[config.mk]
export PLATFORM = sky130hd
export DESIGN_NAME = stop_and_wait_sample_receiver
export DESIGN_NICKNAME = d
export VERILOG_FILES = /design/src/swr_pkg.sv /design/src/swr_step.sv /design/src/stop_and_wait_sample_receiver.sv
export SDC_FILE = /design/constraint.sdc
export NUM_CORES = 1
export LEC_CHECK = 0
export ABC_CLOCK_PERIOD_IN_PS = 14650
export BUFFER_PORTS_ARGS = -buffer_cell sky130_fd_sc_hd__buf_2
export CAP_MARGIN = 15
export CORE_ASPECT_RATIO = 0.6
export CORE_MARGIN = 5
export CORE_UTILIZATION = 60
export CTS_BUF_LIST = sky130_fd_sc_hd__clkbuf_4 sky130_fd_sc_hd__clkbuf_8
export DETAILED_ROUTE_END_ITERATION = 12
export PLACE_DENSITY = 0.89
export SYNTH_ARGS = -nofsm -noshare
export SYNTH_HDL_FRONTEND = slang
export SYNTH_SLANG_ARGS = --single-unit
[constraint.sdc]
create_clock -name clk -period 14.65 [get_ports clk]
set_clock_uncertainty 0.05 [all_clocks]
set_input_delay 2.93 -clock clk [delete_from_list [all_inputs] [get_ports clk]]
set_output_delay 2.93 -clock clk [all_outputs]
set_load 0.01 [all_outputs]
[src/swr_pkg.sv]
`timescale 1ns / 1ps
// swr_pkg: codes, reset values and shared types of the sample receiver.
// No dependencies; used by every module of the block.
package swr_pkg;

  localparam int MAX_WORDS = 8;
  localparam int WORD_W    = 16;

  localparam logic [1:0] MODE_START  = 2'd0;
  localparam logic [1:0] MODE_PACKET = 2'd1;
  localparam logic [1:0] MODE_TICK   = 2'd2;

  localparam logic [7:0] MSG_HEART  = 8'd1;
  localparam logic [7:0] MSG_SAMPLE = 8'd2;
  localparam logic [7:0] MSG_FINAL  = 8'd7;
  localparam logic [7:0] ACK_TYPE   = 8'h03;

  localparam logic [1:0] CFG_NET_ID      = 2'd0;
  localparam logic [1:0] CFG_RETRY_LIMIT = 2'd1;
  localparam logic [1:0] CFG_TIMEOUT     = 2'd2;

  localparam logic [15:0] NET_ID_RST      = 16'hCABA;
  localparam logic [15:0] RETRY_LIMIT_RST = 16'd4;
  localparam logic [15:0] TIMEOUT_RST     = 16'd4500;
  localparam logic [15:0] CNT_MAX         = 16'hFFFF;

  typedef struct packed {
    logic [15:0] net_id;
    logic [15:0] retry_limit;
    logic [15:0] timeout_ticks;
  } cfg_t;

  typedef struct packed {
    logic                               active;
    logic                               final_seen;
    logic [7:0]                         expected_seq;
    logic [15:0]                        retry_count;
    logic [15:0]                        rate_value;
    logic [MAX_WORDS-1:0][WORD_W-1:0]   samples;
    logic [15:0]                        idle_ticks;
  } state_t;

  typedef struct packed {
    logic        ack_valid;
    logic [15:0] ack_net_id;
    logic [15:0] ack_word;
    logic        updated;
    logic        receiving;
    logic        closed;
    logic [15:0] heart_rate;
    logic [63:0] samples_low;
    logic [63:0] samples_high;
  } result_t;

endpackage

[src/swr_step.sv]
`timescale 1ns / 1ps
// swr_step: next-state and result logic for one beat of the receiver.
// Depends on swr_pkg.
module swr_step #(
  parameter int SAMPLE_WORDS = 8
) (
  input  swr_pkg::state_t  st,
  input  swr_pkg::cfg_t    cfg,
  input  logic [1:0]       mode,
  input  logic [7:0]       msg_type,
  input  logic [7:0]       seq_num,
  input  logic [63:0]      payload_low,
  input  logic [63:0]      payload_high,
  output swr_pkg::state_t  st_nxt,
  output swr_pkg::result_t res
);

  logic        ack;
  logic        upd;
  logic        cls;
  logic        nack_req;
  logic        is_sample;
  logic [15:0] idle_inc;
  logic [7:0]  ack_seq;

  assign is_sample = (msg_type == swr_pkg::MSG_SAMPLE) || (msg_type == swr_pkg::MSG_FINAL);
  assign idle_inc  = (st.idle_ticks == swr_pkg::CNT_MAX) ? st.idle_ticks
                                                         : st.idle_ticks + 16'd1;

  always_comb begin
    st_nxt   = st;
    ack      = 1'b0;
    upd      = 1'b0;
    cls      = 1'b0;
    nack_req = 1'b0;
    unique case (mode)
      swr_pkg::MODE_START: begin
        upd                 = !st.active;
        st_nxt.final_seen   = 1'b0;
        st_nxt.expected_seq = 8'd0;
        st_nxt.retry_count  = 16'd0;
        st_nxt.idle_ticks   = 16'd0;
        st_nxt.active       = 1'b1;
      end
      swr_pkg::MODE_PACKET: begin
        st_nxt.idle_ticks = 16'd0;
        if (msg_type == swr_pkg::MSG_HEART) begin
          st_nxt.rate_value = payload_low[15:0];
          upd               = 1'b1;
        end else if (is_sample && st.active) begin
          if (seq_num == st.expected_seq) begin
            if ((msg_type == swr_pkg::MSG_FINAL) && st.final_seen) begin
              st_nxt.active = 1'b0;
              upd           = 1'b1;
              cls           = 1'b1;
            end else begin
              if (msg_type == swr_pkg::MSG_FINAL) begin
                st_nxt.final_seen = 1'b1;
              end
              for (int i = 0; i < swr_pkg::MAX_WORDS; i++) begin
                if (i < SAMPLE_WORDS) begin
                  st_nxt.samples[i] = (i < 4) ? payload_low[16*(i%4) +: 16]
                                              : payload_high[16*(i%4) +: 16];
                end
              end
              upd                 = 1'b1;
              st_nxt.expected_seq = st.expected_seq + 8'd1;
              st_nxt.retry_count  = 16'd0;
              ack                 = 1'b1;
            end
          end else begin
            nack_req = 1'b1;
          end
        end
      end
      swr_pkg::MODE_TICK: begin
        if (st.active) begin
          if (idle_inc >= cfg.timeout_ticks) begin
            st_nxt.idle_ticks = 16'd0;
            nack_req          = 1'b1;
          end else begin
            st_nxt.idle_ticks = idle_inc;
          end
        end else begin
          st_nxt.idle_ticks = 16'd0;
        end
      end
      default: begin
      end
    endcase

    if (nack_req) begin
      if (st.final_seen && (st.retry_count >= cfg.retry_limit)) begin
        st_nxt.active = 1'b0;
        upd           = 1'b1;
        cls           = 1'b1;
      end else begin
        if (st.retry_count != swr_pkg::CNT_MAX) begin
          st_nxt.retry_count = st.retry_count + 16'd1;
        end
        ack = 1'b1;
      end
    end
  end

  assign ack_seq = st_nxt.expected_seq - 8'd1;

  always_comb begin
    res.ack_valid    = ack;
    res.ack_net_id   = ack ? cfg.net_id : 16'd0;
    res.ack_word     = ack ? {swr_pkg::ACK_TYPE, ack_seq} : 16'd0;
    res.updated      = upd;
    res.receiving    = st_nxt.active;
    res.closed       = cls;
    res.heart_rate   = st_nxt.rate_value;
    res.samples_low  = st_nxt.samples[3:0];
    res.samples_high = st_nxt.samples[7:4];
  end

endmodule

[src/stop_and_wait_sample_receiver.sv]
`timescale 1ns / 1ps
// stop_and_wait_sample_receiver: receiving side of a stop-and-wait sample link.
// Depends on swr_pkg and swr_step.
//
//  channel | handshake            | payload
//  --------+----------------------+-------------------------------------------
//  in_     | in_valid / in_stall  | mode, msg_type, seq_num, payload_low/high
//  out_    | out_valid / out_stall| ack frame, flags, heart_rate, samples
//  cfg_    | cfg_valid / cfg_ready| cfg_index (0..2), cfg_data
//
// One beat per cycle while in_stall is low; each result is registered in out_r or the skid entry.
// Link state updates at the accepting edge, so back-to-back beats chain.
// Output register plus one skid entry; in_stall rises only when both are full.
// rst_n (sync) clears link state, samples and config to their defaults.
module stop_and_wait_sample_receiver #(
  parameter int SAMPLE_WORDS = 8
) (
  input  logic        clk,
  input  logic        rst_n,

  input  logic        in_valid,
  output logic        in_stall,
  input  logic [1:0]  in_mode,
  input  logic [7:0]  in_msg_type,
  input  logic [7:0]  in_seq_num,
  input  logic [63:0] in_payload_low,
  input  logic [63:0] in_payload_high,

  output logic        out_valid,
  input  logic        out_stall,
  output logic        out_ack_valid,
  output logic [15:0] out_ack_net_id,
  output logic [15:0] out_ack_word,
  output logic        out_updated,
  output logic        out_receiving,
  output logic        out_closed,
  output logic [15:0] out_heart_rate,
  output logic [63:0] out_samples_low,
  output logic [63:0] out_samples_high,

  input  logic        cfg_valid,
  output logic        cfg_ready,
  input  logic [1:0]  cfg_index,
  input  logic [15:0] cfg_data
);

  swr_pkg::cfg_t    cfg_r;
  swr_pkg::state_t  st_r;
  swr_pkg::state_t  st_nxt;
  swr_pkg::result_t res_nxt;
  swr_pkg::result_t out_r;
  swr_pkg::result_t skid_r;
  logic             out_vld_r;
  logic             skid_vld_r;
  logic             accept;
  logic             take;

  assign cfg_ready = 1'b1;
  assign in_stall  = skid_vld_r;
  assign accept    = in_valid && !in_stall;
  assign take      = out_vld_r && !out_stall;

  always_ff @(posedge clk) begin
    if (!rst_n) begin
      cfg_r.net_id        <= swr_pkg::NET_ID_RST;
      cfg_r.retry_limit   <= swr_pkg::RETRY_LIMIT_RST;
      cfg_r.timeout_ticks <= swr_pkg::TIMEOUT_RST;
    end else if (cfg_valid && cfg_ready) begin
      unique case (cfg_index)
        swr_pkg::CFG_NET_ID:      cfg_r.net_id        <= cfg_data;
        swr_pkg::CFG_RETRY_LIMIT: cfg_r.retry_limit   <= cfg_data;
        swr_pkg::CFG_TIMEOUT:     cfg_r.timeout_ticks <= cfg_data;
        default: begin
        end
      endcase
    end
  end

  swr_step #(
    .SAMPLE_WORDS (SAMPLE_WORDS)
  ) u_step (
    .st           (st_r),
    .cfg          (cfg_r),
    .mode         (in_mode),
    .msg_type     (in_msg_type),
    .seq_num      (in_seq_num),
    .payload_low  (in_payload_low),
    .payload_high (in_payload_high),
    .st_nxt       (st_nxt),
    .res          (res_nxt)
  );

  always_ff @(posedge clk) begin
    if (!rst_n) begin
      st_r <= '0;
    end else if (accept) begin
      st_r <= st_nxt;
    end
  end

  always_ff @(posedge clk) begin
    if (!rst_n) begin
      out_vld_r  <= 1'b0;
      skid_vld_r <= 1'b0;
    end else if (skid_vld_r) begin
      if (take) begin
        out_r      <= skid_r;
        skid_vld_r <= 1'b0;
      end
    end else if (accept) begin
      if (!out_vld_r || take) begin
        out_r     <= res_nxt;
        out_vld_r <= 1'b1;
      end else begin
        skid_r     <= res_nxt;
        skid_vld_r <= 1'b1;
      end
    end else if (take) begin
      out_vld_r <= 1'b0;
    end
  end

  assign out_valid        = out_vld_r;
  assign out_ack_valid    = out_r.ack_valid;
  assign out_ack_net_id   = out_r.ack_net_id;
  assign out_ack_word     = out_r.ack_word;
  assign out_updated      = out_r.updated;
  assign out_receiving    = out_r.receiving;
  assign out_closed       = out_r.closed;
  assign out_heart_rate   = out_r.heart_rate;
  assign out_samples_low  = out_r.samples_low;
  assign out_samples_high = out_r.samples_high;

endmodule

==> impl_metrics.py <==
metrics = {
    "synthesis": {
        "synthTopCellsByArea": "edfxtp_1 (41%), dfxtp_1 (19%), mux2_2 (14%)",
        "synth_area_mm2": 0.0251,
        "synth_top_area_share": 0.412,
        "synth-seq-cells": 580,
        "synthFlopType": "edfxtp_1",
        "synthCells": 2072,
        "synth_edf_count": 344,
        "yosysUniqueCellTypes": 66,
        "async_flop_share": 0,
        "synth_area_per_cell_um2": 12.1,
        "ys_seq_area_frac": 0.600,
        "yosysWarnings": 0,
        "synth_area_leader_cell": "edfxtp_1",
    },
    "worst_setup_path": {
        "cpMaxStageDelayCell": "o22ai_1",
        "critPathLaunchType": "flip-flop",
        "critPathMaxStageDelay_ns": 0.87,
        "crit_arrival_ns": 6.71,
        "cp.buffers_inverters": 1,
        "required_ns": 14.97,
        "crit_family": "simple AND/OR/NAND/NOR gates",
        "cp_max_fo": 19,
        "path_cells": "and4_1, nand4_1, nor3_1, nor2_1, nand3_1, xnor2_1, ha_1, a41oi_1, o21ai_0, a221oi_1, a21oi_1, o22ai_1, and2_0, inv_2, and2_1, mux2_2",
        "critPathCaptureType": "flip-flop",
        "crit_type": "flip-flop to flip-flop",
    },
    "route": {
        "drc": 0,
        "avgRoutedWirePerCell_um": 21.1,
        "vias": 17578,
        "viasPerCell": 5.78,
        "drtIter0Drc": 1558,
        "ant_nets": 0,
        "drt-total-wl_um": 64200,
        "first_pass_iters": 5,
    },
    "floorplanning": {
        "num_rows": 58,
        "floorplan.initialDensity": 0.604,
        "io_pins": 352,
        "die_y_um": 168,
        "dieArea_mm2": 0.0462,
        "die_x_um": 274,
        "core_area_mm2": 0.0416,
    },
    "global_routing": {
        "grt_pass1_vias": 17517,
        "grt_pass1_wl_um": 97900,
        "grt_max_degree": 109,
        "grt.overflow.total": 0,
        "antenna_found_initial": 8,
        "grt_util_all_layers": 0.267,
    },
    "place": {
        "hpwlAfterDp_um": 41500,
        "gp_congestion": 0.923,
        "placedCellCount": 2882,
        "port_buffers": 344,
    },
    "final_layout": {
        "drive_gt1_frac": 0.346,
        "area_delta_synth_final_pct": 15.4,
        "final_core_util": 0.696,
        "nets": 2607,
        "multiInputGateArea_mm2": 0.00934,
        "instances_no_fill": 3042,
        "regArea_mm2": 0.0151,
        "fillers": 2810,
    },
    "clock_network": {
        "hold_buffers": 0,
        "root_buffer": "clkbuf_8",
        "cts_tree": "yes",
        "htreeDepth": 3,
        "insertion_delay_ns": 0.63,
        "numCtsBuffers": 83,
        "cts.repair.resized": 0,
        "clkTransAtPathRegs_ns": 0.07,
        "clock_path_buffers": 3,
        "clock-sinks": 580,
        "cts_setup_buffers": 0,
    },
    "min_path": {
        "hold_class": "flip-flop to flip-flop",
    },
    "run_status": {
        "outcome": "finished, final reports clean",
    },
    "sta": {
        "finalSetupTns_ns": 0,
        "period_needed_ns": 6.39,
        "slew_headroom": 0.207,
        "hold_viol": 0,
        "setup_violations": 0,
        "slew_violations": 0,
        "max_freq_mhz": 157,
        "finalCritPeriodShare": 0.436,
        "rsz0062_at_grt": "false",
        "whs_ns": 0.410,
        "worst_pin_slew_ns": 1.19,
    },
    "power_and_ir_drop": {
        "peakVddDrop_uv": 80.3,
        "p_per_area_mw_per_mm2": 122,
        "power_leakage_nw": 11.5,
    },
    "job": {
        "drv_cap": 0,
    },
}
## cell usage after synthesis (3+ instances only)
cell,number
clkbuf_1,88
and3_1,10
dfxtp_1,236
nand2_1,145
a21oi_1,30
buf_2,6
nand2b_1,7
edfxtp_1,344
xnor2_1,21
nand4_1,12
inv_1,47
ha_1,40
buf_1,13
buf_4,9
or3_1,9
and2_1,19
o21a_1,4
a21o_1,9
mux2_2,313
o31ai_1,10
o211a_1,4
nor3b_1,147
a22oi_1,10
nor2_1,323
buf_6,10
nor2b_1,18
nor3_1,18
nand3_1,28
o21ai_0,31
nand3b_1,4
or2_2,7
a21boi_0,37
mux2i_1,4
and4_1,3
nor4_1,4
xor2_1,6
o211ai_1,10
## kinds of logic (layout without fill, tap and decap cells)
kind of cell             Yosys count  in the layout  share of synthesized area
buffers and inverters            174            564                     0.0307
other                              2             12                   0.000299
adder cells (fa/ha/maj)           40             40                     0.0199
AO/OA/AOI/OAI                    163            163                     0.0445
flip-flops                       580            580                      0.600
XOR/XNOR                          27             27                    0.00942
multiplexers                     317            317                      0.142
AND/OR/NAND/NOR                  769            769                      0.153
## registers in the layout (all words and copies together) (netlist names)
name              count
skid_r              172
out_valid             1
out_ack_word          9
in_stall              1
out_samples_low      64
out_heart_rate       16
out_closed            1
out_ack_net_id       16
st_r                186
out_receiving         1
out_updated           1
cfg_r                48
out_samples_high     64
## tightest hold or removal path: cells and delay by family, from the launching register on
family             cells  cell delay (ns)
AOI/OAI and AO/OA      1             0.06
and+or+nand+nor        1             0.04
DFF                    1             0.30
## layer usage
metal	vias up	GRT usage	wire length, um
li1	8012	-	-
met1	8691	0.367	26600
met2	751	0.433	30700
met3	120	0.0630	5360
met4	4	0.0739	1520
met5	-	0	34
## path summary, 6_finish.rpt
kind | slack (ns) | from | cells after the start | to
min | 0.41 | cfg_r[38]$_SDFFE_PN0P_ | 2 | cfg_r[38]$_SDFFE_PN0P_
min reg2reg | 0.41 | cfg_r[38]$_SDFFE_PN0P_ | 2 | cfg_r[38]$_SDFFE_PN0P_
max | 8.26 | st_r[3]$_SDFFE_PN0P_ | 16 | out_ack_net_id[9]$_DFFE_PP_
max reg2reg | 8.26 | st_r[3]$_SDFFE_PN0P_ | 16 | out_ack_net_id[9]$_DFFE_PP_
## layout make-up
cell class	count	share of cell area
clock buffers	136	0.0571
diodes	5	0.000432
multi-input cells	1323	0.322
clock inverters	18	0.00506
repair buffers	362	0.0642
well taps	570	0.0246
inverters	48	0.00622
flip-flops and latches	580	0.520
## per-stage QoR
step,worst slack [ns],power (W),area (um^2)
2_1_floorplan,2.82,0.00210,25100
3_3_place_gp,7.82,0.00219,27100
3_5_place_dp,7.80,0.00222,27100
4_1_cts,8.49,0.00356,28900
5_1_grt,7.88,0.00368,29000
6_report,8.26,0.00354,29000
## cell usage in the layout (no fill, tap or decap), types with 37 or more instances in the layout
cell type  Yosys  final
nor2_1       323    321
nor3b_1      147    147
nand2_1      145    145
edfxtp_1     344    344
dfxtp_1      236    235
ha_1          40     40
clkbuf_8       0    101
buf_2          6    343
mux2_2       313    313
inv_1         47     47
a21boi_0      37     37
## where the power goes
part | internal (W) | switching (W)
clock network | 0.000737 | 0.000616
logic | 0.000145 | 0.000195
registers | 0.00181 | 0.0000372
total | 0.00269 | 0.000849
No activity file was read; power rests on OpenSTA's default activity.
